--- config.mk ---
export PLATFORM = sky130hd
export DESIGN_NAME = bounded_levenshtein_distance_flat
export DESIGN_NICKNAME = d
export VERILOG_FILES = /design/src/rtl/bld_pkg.sv /design/src/rtl/bld_in_if.sv /design/src/rtl/bld_out_if.sv /design/src/rtl/bld_store.sv /design/src/rtl/bld_core.sv /design/src/rtl/bounded_levenshtein_distance.sv /design/src/flat_wrapper.sv
export SDC_FILE = /design/constraint.sdc
export NUM_CORES = 2
export LEC_CHECK = 0
export BUFFER_PORTS_ARGS = -buffer_cell sky130_fd_sc_hd__buf_2
export CAP_MARGIN = 20
export CORE_MARGIN = 8
export CORE_UTILIZATION = 57
export DETAILED_ROUTE_END_ITERATION = 8
export PLACE_DENSITY_LB_ADDON = 0.12
export SLEW_MARGIN = 20
export SYNTH_ARGS = -nofsm -noshare
export SYNTH_HDL_FRONTEND = slang
export SYNTH_SLANG_ARGS = --single-unit
--- constraint.sdc ---
create_clock -name clk -period 6.15 [get_ports clk]
set_clock_uncertainty 0.05 [all_clocks]
set_input_delay 1.845 -clock clk [delete_from_list [all_inputs] [get_ports clk]]
set_output_delay 1.845 -clock clk [all_outputs]
set_load 0.05 [all_outputs]
--- src/rtl/bld_pkg.sv ---
// shared constants, codes and helpers for the bounded levenshtein distance block
package bld_pkg;

  localparam int FUNC_W   = 2;
  localparam int CH_W     = 8;
  localparam int CUTOFF_W = 7;
  localparam int DIST_W   = 7;

  localparam int MAX_LEN_DEF = 64;

  localparam logic [FUNC_W-1:0] FUNC_APPEND_FIRST  = 2'd0;
  localparam logic [FUNC_W-1:0] FUNC_APPEND_SECOND = 2'd1;
  localparam logic [FUNC_W-1:0] FUNC_COMPUTE       = 2'd2;

  localparam logic [DIST_W-1:0] DIST_MAX = 7'd127;

  // address width of a store with at least one address bit
  function automatic int clog2_min1(input int depth);
    return (depth <= 1) ? 1 : $clog2(depth);
  endfunction

endpackage

--- src/rtl/bld_in_if.sv ---
// input channel: valid/ready handshake with func, ch and cutoff
interface bld_in_if;
  import bld_pkg::*;

  logic                valid;
  logic                ready;
  logic [FUNC_W-1:0]   func;
  logic [CH_W-1:0]     ch;
  logic [CUTOFF_W-1:0] cutoff;

  modport source (output valid, output func, output ch, output cutoff, input ready);
  modport sink   (input valid, input func, input ch, input cutoff, output ready);
endinterface

--- src/rtl/bld_out_if.sv ---
// result channel: valid/ready handshake with distance and flags
interface bld_out_if;
  import bld_pkg::*;

  logic              valid;
  logic              ready;
  logic [DIST_W-1:0] distance;
  logic              early_exit;
  logic              overflowed;

  modport source (output valid, output distance, output early_exit, output overflowed,
                  input ready);
  modport sink   (input valid, input distance, input early_exit, input overflowed,
                  output ready);
endinterface

--- src/rtl/bld_store.sv ---
// character store: one write port, one registered read port
module bld_store #(
  parameter int DEPTH = bld_pkg::MAX_LEN_DEF,
  parameter int IDX_W = bld_pkg::clog2_min1(bld_pkg::MAX_LEN_DEF)
) (
  input  logic                      clk,
  input  logic                      we,
  input  logic [IDX_W-1:0]          waddr,
  input  logic [bld_pkg::CH_W-1:0]  wdata,
  input  logic [IDX_W-1:0]          raddr,
  output logic [bld_pkg::CH_W-1:0]  rdata
);
  import bld_pkg::*;

  logic [CH_W-1:0] mem [DEPTH];
  logic [CH_W-1:0] rdata_r;

  always_ff @(posedge clk) begin
    if (we) begin
      mem[waddr] <= wdata;
    end
    rdata_r <= mem[raddr];
  end

  assign rdata = rdata_r;
endmodule

--- src/rtl/bld_core.sv ---
// row-by-row edit distance sequencer with a single-row memory and one min3 cell unit
module bld_core #(
  parameter int MAX_LEN = bld_pkg::MAX_LEN_DEF,
  parameter int LEN_W   = $clog2(bld_pkg::MAX_LEN_DEF + 1),
  parameter int IDX_W   = bld_pkg::clog2_min1(bld_pkg::MAX_LEN_DEF)
) (
  input  logic                     clk,
  input  logic                     rst_n,
  input  logic                     start,
  input  logic [LEN_W-1:0]         nl,
  input  logic [LEN_W-1:0]         ns,
  output logic [IDX_W-1:0]         lng_addr,
  input  logic [bld_pkg::CH_W-1:0] lng_data,
  output logic [IDX_W-1:0]         sht_addr,
  input  logic [bld_pkg::CH_W-1:0] sht_data,
  output logic                     done,
  output logic [LEN_W-1:0]         distance
);
  import bld_pkg::*;

  typedef enum logic [2:0] {
    S_IDLE,
    S_INIT,
    S_ROW_START,
    S_ROW_LOAD,
    S_CELL_RD,
    S_CELL_WR,
    S_FINISH
  } state_t;

  state_t state_r, state_nxt;

  logic [LEN_W-1:0] nl_r, nl_nxt;
  logic [LEN_W-1:0] ns_r, ns_nxt;
  logic [LEN_W-1:0] i_r, i_nxt;
  logic [LEN_W-1:0] j_r, j_nxt;
  logic [LEN_W-1:0] diag_r, diag_nxt;
  logic [LEN_W-1:0] left_r, left_nxt;
  logic [LEN_W-1:0] res_r, res_nxt;
  logic [CH_W-1:0]  c_r, c_nxt;

  // row memory, updated in place
  logic [LEN_W-1:0] row_mem [MAX_LEN + 1];
  logic [LEN_W-1:0] row_rdata_r;
  logic             row_we;
  logic [LEN_W-1:0] row_waddr;
  logic [LEN_W-1:0] row_wdata;
  logic [LEN_W-1:0] row_raddr;

  logic [LEN_W-1:0] j_inc;
  logic [LEN_W-1:0] i_inc;
  logic [LEN_W:0]   cand_ins;
  logic [LEN_W:0]   cand_sub;
  logic [LEN_W:0]   cand_del;
  logic [LEN_W:0]   cand_min;
  logic [LEN_W-1:0] cell_min;

  assign j_inc = j_r + LEN_W'(1);
  assign i_inc = i_r + LEN_W'(1);

  assign lng_addr  = i_r[IDX_W-1:0];
  assign sht_addr  = j_r[IDX_W-1:0];
  assign row_raddr = j_inc;

  // min3 cell unit
  always_comb begin
    cand_ins = {1'b0, left_r} + (LEN_W+1)'(1);
    cand_sub = {1'b0, diag_r} + (LEN_W+1)'(c_r != sht_data);
    cand_del = {1'b0, row_rdata_r} + (LEN_W+1)'(1);
    cand_min = (cand_del < cand_ins) ? cand_del : cand_ins;
    if (cand_sub < cand_min) begin
      cand_min = cand_sub;
    end
    cell_min = cand_min[LEN_W-1:0];
  end

  always_comb begin
    state_nxt = state_r;
    nl_nxt    = nl_r;
    ns_nxt    = ns_r;
    i_nxt     = i_r;
    j_nxt     = j_r;
    diag_nxt  = diag_r;
    left_nxt  = left_r;
    res_nxt   = res_r;
    c_nxt     = c_r;
    row_we    = 1'b0;
    row_waddr = j_r;
    row_wdata = j_r;
    unique case (state_r)
      S_IDLE: begin
        if (start) begin
          nl_nxt = nl;
          ns_nxt = ns;
          i_nxt  = '0;
          j_nxt  = LEN_W'(1);
          if (ns == '0) begin
            res_nxt   = nl;
            state_nxt = S_FINISH;
          end else begin
            state_nxt = S_INIT;
          end
        end
      end
      S_INIT: begin
        row_we    = 1'b1;
        row_waddr = j_r;
        row_wdata = j_r;
        if (j_r == ns_r) begin
          i_nxt     = '0;
          state_nxt = S_ROW_START;
        end else begin
          j_nxt = j_inc;
        end
      end
      S_ROW_START: begin
        state_nxt = S_ROW_LOAD;
      end
      S_ROW_LOAD: begin
        c_nxt     = lng_data;
        diag_nxt  = i_r;
        left_nxt  = i_inc;
        j_nxt     = '0;
        state_nxt = S_CELL_RD;
      end
      S_CELL_RD: begin
        state_nxt = S_CELL_WR;
      end
      S_CELL_WR: begin
        row_we    = 1'b1;
        row_waddr = j_inc;
        row_wdata = cell_min;
        left_nxt  = cell_min;
        diag_nxt  = row_rdata_r;
        if (j_inc == ns_r) begin
          if (i_inc == nl_r) begin
            res_nxt   = cell_min;
            state_nxt = S_FINISH;
          end else begin
            i_nxt     = i_inc;
            state_nxt = S_ROW_START;
          end
        end else begin
          j_nxt     = j_inc;
          state_nxt = S_CELL_RD;
        end
      end
      S_FINISH: begin
        state_nxt = S_IDLE;
      end
      default: begin
        state_nxt = S_IDLE;
      end
    endcase
  end

  always_ff @(posedge clk) begin
    if (!rst_n) begin
      state_r <= S_IDLE;
    end else begin
      state_r <= state_nxt;
    end
    nl_r   <= nl_nxt;
    ns_r   <= ns_nxt;
    i_r    <= i_nxt;
    j_r    <= j_nxt;
    diag_r <= diag_nxt;
    left_r <= left_nxt;
    res_r  <= res_nxt;
    c_r    <= c_nxt;
  end

  always_ff @(posedge clk) begin
    if (row_we) begin
      row_mem[row_waddr] <= row_wdata;
    end
    row_rdata_r <= row_mem[row_raddr];
  end

  assign done     = (state_r == S_FINISH);
  assign distance = res_r;
endmodule

--- src/rtl/bounded_levenshtein_distance.sv ---
// top level of the bounded levenshtein distance block
// Append items (func 0 or 1) are taken one per cycle when no compute is running
// and no result is stalled on the output, and store one byte each; bytes past
// MAX_LEN are dropped and flagged in the next result. A compute item whose length
// difference exceeds cutoff answers in the next cycle with that difference and
// early_exit set. Otherwise the shared min3 cell unit walks the table row by row
// over one row memory, with a read state and a write state per table cell for the
// registered row and character reads; an empty shorter string goes straight to
// the result. Input is held off while a compute runs. Both stores and the overflow
// flag are emptied by every compute item.
module bounded_levenshtein_distance #(
  parameter int MAX_LEN = bld_pkg::MAX_LEN_DEF
) (
  input  logic             clk,
  input  logic             rst_n,
  bld_in_if.sink           in_chan,
  bld_out_if.source        out_chan
);
  import bld_pkg::*;

  localparam int LEN_W = $clog2(MAX_LEN + 1);
  localparam int IDX_W = clog2_min1(MAX_LEN);
  localparam int CW    = (LEN_W > CUTOFF_W) ? LEN_W : CUTOFF_W;
  localparam int SW    = (LEN_W > DIST_W) ? LEN_W : DIST_W;

  logic [LEN_W-1:0] len1_r, len1_nxt;
  logic [LEN_W-1:0] len2_r, len2_nxt;
  logic             ovf_r, ovf_nxt;
  logic             busy_r, busy_nxt;
  logic             swap_r, swap_nxt;
  logic             out_valid_r, out_valid_nxt;
  logic [DIST_W-1:0] dist_r, dist_nxt;
  logic             early_r, early_nxt;
  logic             ovfo_r, ovfo_nxt;

  logic             accept;
  logic             full1;
  logic             full2;
  logic             we1;
  logic             we2;
  logic             swap;
  logic [LEN_W-1:0] nl;
  logic [LEN_W-1:0] ns;
  logic [LEN_W-1:0] diff;
  logic             early;
  logic             core_start;
  logic [IDX_W-1:0] lng_addr;
  logic [IDX_W-1:0] sht_addr;
  logic [CH_W-1:0]  rdata1;
  logic [CH_W-1:0]  rdata2;
  logic [IDX_W-1:0] raddr1;
  logic [IDX_W-1:0] raddr2;
  logic             core_done;
  logic [LEN_W-1:0] core_dist;
  logic [LEN_W-1:0] sat_src;
  logic [DIST_W-1:0] dist_sat;

  assign in_chan.ready = !busy_r && (!out_valid_r || out_chan.ready);
  assign accept        = in_chan.valid && in_chan.ready;

  assign full1 = (len1_r == LEN_W'(MAX_LEN));
  assign full2 = (len2_r == LEN_W'(MAX_LEN));
  assign we1   = accept && (in_chan.func == FUNC_APPEND_FIRST) && !full1;
  assign we2   = accept && (in_chan.func == FUNC_APPEND_SECOND) && !full2;

  assign swap  = (len2_r > len1_r);
  assign nl    = swap ? len2_r : len1_r;
  assign ns    = swap ? len1_r : len2_r;
  assign diff  = nl - ns;
  assign early = (CW'(diff) > CW'(in_chan.cutoff));
  assign core_start = accept && (in_chan.func == FUNC_COMPUTE) && !early;

  assign sat_src  = busy_r ? core_dist : diff;
  assign dist_sat = (SW'(sat_src) > SW'(DIST_MAX)) ? DIST_MAX : DIST_W'(sat_src);

  assign raddr1 = swap_r ? sht_addr : lng_addr;
  assign raddr2 = swap_r ? lng_addr : sht_addr;

  bld_store #(
    .DEPTH (MAX_LEN),
    .IDX_W (IDX_W)
  ) u_store1 (
    .clk   (clk),
    .we    (we1),
    .waddr (len1_r[IDX_W-1:0]),
    .wdata (in_chan.ch),
    .raddr (raddr1),
    .rdata (rdata1)
  );

  bld_store #(
    .DEPTH (MAX_LEN),
    .IDX_W (IDX_W)
  ) u_store2 (
    .clk   (clk),
    .we    (we2),
    .waddr (len2_r[IDX_W-1:0]),
    .wdata (in_chan.ch),
    .raddr (raddr2),
    .rdata (rdata2)
  );

  bld_core #(
    .MAX_LEN (MAX_LEN),
    .LEN_W   (LEN_W),
    .IDX_W   (IDX_W)
  ) u_core (
    .clk      (clk),
    .rst_n    (rst_n),
    .start    (core_start),
    .nl       (nl),
    .ns       (ns),
    .lng_addr (lng_addr),
    .lng_data (swap_r ? rdata2 : rdata1),
    .sht_addr (sht_addr),
    .sht_data (swap_r ? rdata1 : rdata2),
    .done     (core_done),
    .distance (core_dist)
  );

  always_comb begin
    len1_nxt      = len1_r;
    len2_nxt      = len2_r;
    ovf_nxt       = ovf_r;
    busy_nxt      = busy_r;
    swap_nxt      = swap_r;
    out_valid_nxt = out_valid_r;
    dist_nxt      = dist_r;
    early_nxt     = early_r;
    ovfo_nxt      = ovfo_r;
    if (out_valid_r && out_chan.ready) begin
      out_valid_nxt = 1'b0;
    end
    if (busy_r && core_done) begin
      busy_nxt      = 1'b0;
      out_valid_nxt = 1'b1;
      dist_nxt      = dist_sat;
    end
    if (accept) begin
      case (in_chan.func)
        FUNC_APPEND_FIRST: begin
          if (full1) begin
            ovf_nxt = 1'b1;
          end else begin
            len1_nxt = len1_r + LEN_W'(1);
          end
        end
        FUNC_APPEND_SECOND: begin
          if (full2) begin
            ovf_nxt = 1'b1;
          end else begin
            len2_nxt = len2_r + LEN_W'(1);
          end
        end
        FUNC_COMPUTE: begin
          early_nxt = early;
          ovfo_nxt  = ovf_r;
          swap_nxt  = swap;
          len1_nxt  = '0;
          len2_nxt  = '0;
          ovf_nxt   = 1'b0;
          if (early) begin
            out_valid_nxt = 1'b1;
            dist_nxt      = dist_sat;
          end else begin
            busy_nxt = 1'b1;
          end
        end
        default: begin
        end
      endcase
    end
  end

  always_ff @(posedge clk) begin
    if (!rst_n) begin
      len1_r      <= '0;
      len2_r      <= '0;
      ovf_r       <= 1'b0;
      busy_r      <= 1'b0;
      out_valid_r <= 1'b0;
    end else begin
      len1_r      <= len1_nxt;
      len2_r      <= len2_nxt;
      ovf_r       <= ovf_nxt;
      busy_r      <= busy_nxt;
      out_valid_r <= out_valid_nxt;
    end
    swap_r  <= swap_nxt;
    dist_r  <= dist_nxt;
    early_r <= early_nxt;
    ovfo_r  <= ovfo_nxt;
  end

  assign out_chan.valid      = out_valid_r;
  assign out_chan.distance   = dist_r;
  assign out_chan.early_exit = early_r;
  assign out_chan.overflowed = ovfo_r;
endmodule
--- src/flat_wrapper.sv ---
// flat-port wrapper written by rule: the top's interface ports become plain ports
module bounded_levenshtein_distance_flat import bld_pkg::*;
#(
  parameter int MAX_LEN = bld_pkg::MAX_LEN_DEF
)
  (clk, rst_n, in_chan_valid, in_chan_func, in_chan_ch, in_chan_cutoff, in_chan_ready, out_chan_valid, out_chan_distance, out_chan_early_exit, out_chan_overflowed, out_chan_ready);
  bld_in_if in_chan_i ();
  bld_out_if out_chan_i ();
  input  logic clk;
  input  logic rst_n;
  input wire logic [$bits(in_chan_i.valid)-1:0] in_chan_valid;
  input wire logic [$bits(in_chan_i.func)-1:0] in_chan_func;
  input wire logic [$bits(in_chan_i.ch)-1:0] in_chan_ch;
  input wire logic [$bits(in_chan_i.cutoff)-1:0] in_chan_cutoff;
  output wire logic [$bits(in_chan_i.ready)-1:0] in_chan_ready;
  output wire logic [$bits(out_chan_i.valid)-1:0] out_chan_valid;
  output wire logic [$bits(out_chan_i.distance)-1:0] out_chan_distance;
  output wire logic [$bits(out_chan_i.early_exit)-1:0] out_chan_early_exit;
  output wire logic [$bits(out_chan_i.overflowed)-1:0] out_chan_overflowed;
  input wire logic [$bits(out_chan_i.ready)-1:0] out_chan_ready;
  assign in_chan_i.valid = in_chan_valid;
  assign in_chan_i.func = in_chan_func;
  assign in_chan_i.ch = in_chan_ch;
  assign in_chan_i.cutoff = in_chan_cutoff;
  assign in_chan_ready = in_chan_i.ready;
  assign out_chan_valid = out_chan_i.valid;
  assign out_chan_distance = out_chan_i.distance;
  assign out_chan_early_exit = out_chan_i.early_exit;
  assign out_chan_overflowed = out_chan_i.overflowed;
  assign out_chan_i.ready = out_chan_ready;
  bounded_levenshtein_distance #(.MAX_LEN(MAX_LEN)) u_core (.clk(clk), .rst_n(rst_n), .in_chan(in_chan_i), .out_chan(out_chan_i));
endmodule
---- Yosys cells after proc, flatten, opt, wreduce, memory -nomap -nowiden ----
Memory sizes are Yosys's and may differ from the RTL's. A register that Yosys moved wholly into a read port is not among the register bits.
Cells that the tools add are included.
cells by class
  equality and inequality tests ........... 26
  mux-type cells .......................... 61
  reduce and logical (&&, ||, !) cells .... 36
  $lt $le $gt $ge ......................... 5
  add/sub/neg operators ................... 8
operators by type and width
  kind                 count
  $mux 7               24
  $pmux 7 s2           5
  $add 7x1->7 const B  4
  $pmux 7 s4           1
  $mux 8               3
  $eq 7x7->1           3
  $pmux 7 s3           1
  $mux 1               18
  $ne 2x2->1 const B   9
  $pmux 3 s6           1
  $add 7x1->8 const B  2
  $lt 8x8->1           2
  $mux 3               5
  $eq 7x7->1 const B   2
  $gt 7x7->1           2
  $mux 6               2
  $logic_and 1x1->1    10
  $reduce_and 5->1     2
  $eq 3x3->1 const B   3
  $add 7x1->8          1
  $ne 8x8->1           1
  $reduce_and 4->1     2
  $reduce_bool 2->1    4
  $gt 7x7->1 const B   1
  other kinds (17)     28
storage, ports and cells
  memories kept ........................... 3
  RAM bits ................................ 1479
  bits in registers ....................... 87
memory list
  name                   words  width  read ports  clocked after Yosys merged registers in  wr ports  line             source
  u_core.u_store1.mem    64     8      1           1                                        1         bld_store.sv:15  logic [CH_W-1:0] mem [DEPTH];
  u_core.u_store2.mem    64     8      1           1                                        1         bld_store.sv:15
  u_core.u_core.row_mem  65     7      1           1                                        1         bld_core.sv:43   logic [LEN_W-1:0] row_mem [MAX_LEN + 1];

---- Logic depth before layout (Yosys ltp) ----
  depth after elaboration ................. 10
  gate-level depth with buffers ........... 22
  mapped depth without buffers ............ 19

---- Cells and area by module ----
Synthesis repeated with hierarchy kept, for this count alone.
second synthesis, totals
  cells, all modules ...................... 3511
  area total of the unflattened synthesis .. 64991.1 um^2
by module, submodules not included
  module                        area an instance (um^2)  cells an instance  times used
  bld_store                     20166.8                  940                2
  bld_core                      22268.9                  1336               1
  bounded_levenshtein_distance  2388.5                   295                1

---- Worst setup path before layout ----
No wires, ideal clock.
  path kind ............................... flip-flop to flip-flop
  start point ............................. reg u_core.swap_r
  end point ............................... mem u_core.u_core.row_mem[0][3] (netlist name) (data pin)
  slack ................................... -0.127 ns
  library setup time ...................... 0.554 ns
  arrival time ............................ 5.674 ns
  stages on the path, launching flop included .. 21
  data required time ...................... 5.546 ns
  path through ............................ edfxtp_1 buf_6 buf_6 buf_2 buf_1 mux2i_1 xnor2_1 nor4_1 nand2_1 ha_1 nand3_1 nor2_1 xor2_1 ha_1 a21o_1 a21o_1 a211oi_1 o31a_1 a31oi_4 mux2i_1 a21oi_1
between the ends
  cells in the longest elaborated chain, start to end .. 6
ends and longest elaborated chain
  item                            line                                 source
  start, declared                 bounded_levenshtein_distance.sv:30   logic swap_r, swap_nxt;
  start signal, assigned          bounded_levenshtein_distance.sv:189  swap_r <= swap_nxt;
  $mux 8 *                        bounded_levenshtein_distance.sv:116  .sht_data (swap_r ? rdata1 : rdata2),
  $ne 8x8->1 *                    bld_core.sv:68                       cand_sub = {1'b0, diag_r} + (LEN_W+1)'(c_r != sht_data);
  $add 7x1->8 *                   bld_core.sv:68
  $lt 8x8->1                      bld_core.sv:71                       if (cand_sub < cand_min) begin
  $mux 7 *                        bld_core.sv:71
  $mux 7 *                        bld_core.sv:90                       unique case (state_r)
  net u_core.u_core.row_wdata[3]  bld_core.sv:47                       logic [LEN_W-1:0] row_wdata;
  end, declared                   bld_core.sv:43
The timed path passes the listed nets; every way through them passes the cells marked *.

---- Final worst setup path ----
  start point ............................. reg u_core.u_core.row_rdata_r[0], read port of u_core.u_core.row_mem
  end point ............................... mem u_core.u_core.row_mem[23][6] (netlist name) (data pin)
between the ends
  cells in the longest elaborated chain, start to end .. 6
ends and longest elaborated chain
  item                            line            source
  start, declared                 bld_core.sv:44  logic [LEN_W-1:0] row_rdata_r;
  $add 7x1->8 *                   bld_core.sv:69  cand_del = {1'b0, row_rdata_r} + (LEN_W+1)'(1);
  $lt 8x8->1                      bld_core.sv:70  cand_min = (cand_del < cand_ins) ? cand_del : cand_ins;
  $mux 8 *                        bld_core.sv:70
  $lt 8x8->1                      bld_core.sv:71
  $mux 7 *                        bld_core.sv:71
  $mux 7 *                        bld_core.sv:90
  net u_core.u_core.row_wdata[6]  bld_core.sv:47
Marked as above.

==> results.cfg <==
[timing]
drv_slew = 0
worst_pin_slew_ns = 1.12
hold_viol = 0
final.setup.worst_slack_ns = 0.604
fmax_mhz = 180
slew_headroom_pct = 23.5
setup_tns_ns = 0
rsz0062_at_grt = no
holdWs_ns = 0.408
setup_viol_count_final = 0
period_needed_ns = 5.55
post-route-period-util_pct = 90.2

[run_status]
status = finished, final reports clean

[worst_setup_path]
cp.required_ns = 6.69
setup.worst_path.end = u_core.u_core.row_mem[23][6]
regToRegSetupSlack_ns = 0.60
cp_max_fo = 44
reg2regPathDepth = 21
path_class = reg2reg
r2r-end = u_core.u_core.row_mem[23][6]
r2r_start = u_core.u_core.row_rdata_r[0]
cp.arrival_ns = 6.08
startpoint_type = register
end_kind = register
startpoint = u_core.u_core.row_rdata_r[0]

[clock_network]
clk_pin_slew_worst_paths_ns = 0.06
cts_resized = 0
h-tree-depth = 4
clk_latency_ns = 0.77
cts_root_buf = clkbuf_16
post_cts_buffers = 0
cts_tree = done
cts_max_path_buffers = 3
postCtsHoldBufs = 0
cts.sinks = 1589
cts_buffers = 162

[final_layout]
final_common_cell = edfxtp_1
fillers = 7620
area_delta_synth_final_pct = 11.5
final_util_pct = 64.1
multi_input_area_mm2 = 0.0165
fin_nets = 3718
seq_area_mm2 = 0.0472
final_cell_mix = 1539 x edfxtp_1, 368 x mux4_2, 341 x nand2_1
drive_gt1_share_pct = 21.6

[floorplan]
ios = 32
core_area_mm2 = 0.112
die_h_um = 353
num_rows = 123
die_area_mm2 = 0.124
die_x_um = 353
start_util_pct = 57.5

[drt]
routedWlPerCell_um = 28.5
routed_via_density = 6.38
final_antenna_net_count = 0
num_vias = 33800
drt_iter0_drc = 3774
drc = 0
firstDrtPassIters = 6
drt_wl_total_mm = 151

[global_routing]
grt_pass1_vias = 34300
grt_max_degree = 129
grt_pass1_wl_mm = 225
antenna_found_initial = 8
grt_overflow = 0
grt_usage_pct = 24.0

[synthesis]
seq_area_frac_synth_pct = 73.0
synth_nets = 3604
async_flop_share_pct = 0
synth_seq_cells = 1589
synth-edff-count = 1539
yosys_most_used_dff = edfxtp_1
avgSynthCellArea_um2 = 18.3
synth_cells = 3543
synth.distinct_cells = 71
synth-warning-count = 0
yosysTopAreaCell = edfxtp_1
synth.top_cell.area_share_pct = 71.5
netlist_area_mm2 = 0.0647
synth_top_cells_by_area = edfxtp_1 71%, mux4_2 13%, nand2_1 2.0%, dfxtp_1 1.5%, nor2_1 1.5%

[placed_design]
place_hpwl_mm = 94.5
place_ws_ns = 0.662
portBuffers = 31
gp_routability_congestion = 0.872

[pwr]
irDropWorstVdd_v = 0.000323
total_leakage_power_uw = 0.0230
powerDensity_mw_per_mm2 = 383

[min_path]
min_path_type = reg2reg

[job]
cap_violations = 0
==> worst max-delay path: stages, from the launching register on <==
cell and delay [ns]:
dfxtp_1 0.46, ha_1 0.26, nand2_1 0.07, or2_2 0.28, xor2_1 0.20, inv_1 0.07, ha_1 0.29, a21o_1 0.16
a21oi_1 0.14, o31a_1 0.15, buf_4 0.17, mux2i_1 0.29, inv_1 0.07, ha_1 0.31, a21o_1 0.19, a21o_1 0.17
a211oi_1 0.45, o31a_1 0.29, a31oi_4 0.10, mux2i_1 0.28, o21ai_4 0.60, buf_12 0.29
==> power by group <==
part	leakage, uW	switching [uW]	internal (uW)
clock network	0.00249	3990	5440
registers	0.0143	253	12300
logic	0.00620	3480	2210
total	0.0230	7720	19900
==> per-stage QoR <==
step	power, uW	instances	cell area [um^2]
after CTS	27800	5285	72100
after global routing	28500	5286	72100
final	27600	5289	72100
after floorplan	16500	3543	64700
after global placement	18300	4991	66900
after detailed placement	18400	4992	66900
==> cells in the mapped netlist, types with 14 or more instances <==
| library cell | number |
|---|---|
| dfxtp_1 | 50 |
| nor2_1 | 260 |
| nor2b_1 | 15 |
| a311oi_1 | 53 |
| a21oi_1 | 64 |
| edfxtp_1 | 1539 |
| xor2_1 | 31 |
| mux2i_1 | 34 |
| a211oi_2 | 16 |
| and3_1 | 23 |
| a211oi_1 | 69 |
| xnor2_1 | 36 |
| nand3_1 | 80 |
| nand4_1 | 14 |
| mux2_2 | 24 |
| mux4_2 | 368 |
| buf_6 | 23 |
| a31oi_1 | 41 |
| inv_1 | 33 |
| and2_1 | 69 |
| o21ai_0 | 26 |
| buf_4 | 21 |
| clkbuf_1 | 84 |
| ha_1 | 40 |
| nand2_1 | 341 |
| buf_2 | 52 |
==> sequential cells by signal, summed over array words and instances (netlist names), 3 cells and up <==
name                       count
u_core.u_core.state_r          3
u_core.u_core.diag_r           7
u_core.u_store2.rdata          8
u_core.u_store1.mem          512
u_core.u_core.ns_r             7
u_core.u_core.j_r              7
u_core.len1_r                  7
u_core.len2_r                  7
u_core.u_store2.mem          512
u_core.u_core.i_r              7
u_core.u_core.row_mem        455
u_core.u_core.row_rdata_r      7
u_core.u_core.nl_r             7
u_core.u_core.distance         7
u_core.out_chan.distance       7
u_core.u_store1.rdata          8
u_core.u_core.c_r              8
u_core.u_core.left_r           7
==> cell families (layout without fill, tap and decap cells) <==
group,count (synthesis),in the layout,share of synthesized area [%]
adders and majority gates,40,40,0.774
DFF,1589,1589,73.0
xor gates and xnor gates,67,67,0.907
other,0,3,0
and+or+nand+nor,855,855,5.83
muxes,430,430,13.8
buffers and inverters,233,476,1.95
AOI/OAI and AO/OA,329,329,3.68
==> layout make-up <==
type,instances,area share [%]
antenna,3,0.0104
clock inverter,85,0.986
tap,1500,2.60
clock buffer,208,6.11
sequential,1589,65.5
multi-input combinational,1721,22.8
inverter,35,0.182
timing repair buffer,148,1.78
==> routing by layer <==
layer  up-vias  global-route usage, %  share of wire [%]
li1      14400                      -                  -
met1     17600                   35.4                 42
met2      1497                   36.9                 47
met3       265                   4.36                8.0
met4         6                   7.24                2.9
met5         -                      0              0.029
==> how the worst min path moves through the flow <==
stage,startpoint,endpoint,slack (ns),cells past startpoint
2_1_floorplan,u_core.ovf_r,u_core.out_chan.overflowed,0.36,0
3_3_place_gp,u_core.ovf_r,u_core.out_chan.overflowed,0.38,0
3_5_place_dp,u_core.ovf_r,u_core.out_chan.overflowed,0.39,0
4_1_cts,u_core.ovf_r,u_core.out_chan.overflowed,0.40,0
5_1_grt,u_core.ovf_r,u_core.out_chan.overflowed,0.41,0
6_report,u_core.ovf_r,u_core.out_chan.overflowed,0.41,0
Power figures use the tool's default switching activity.
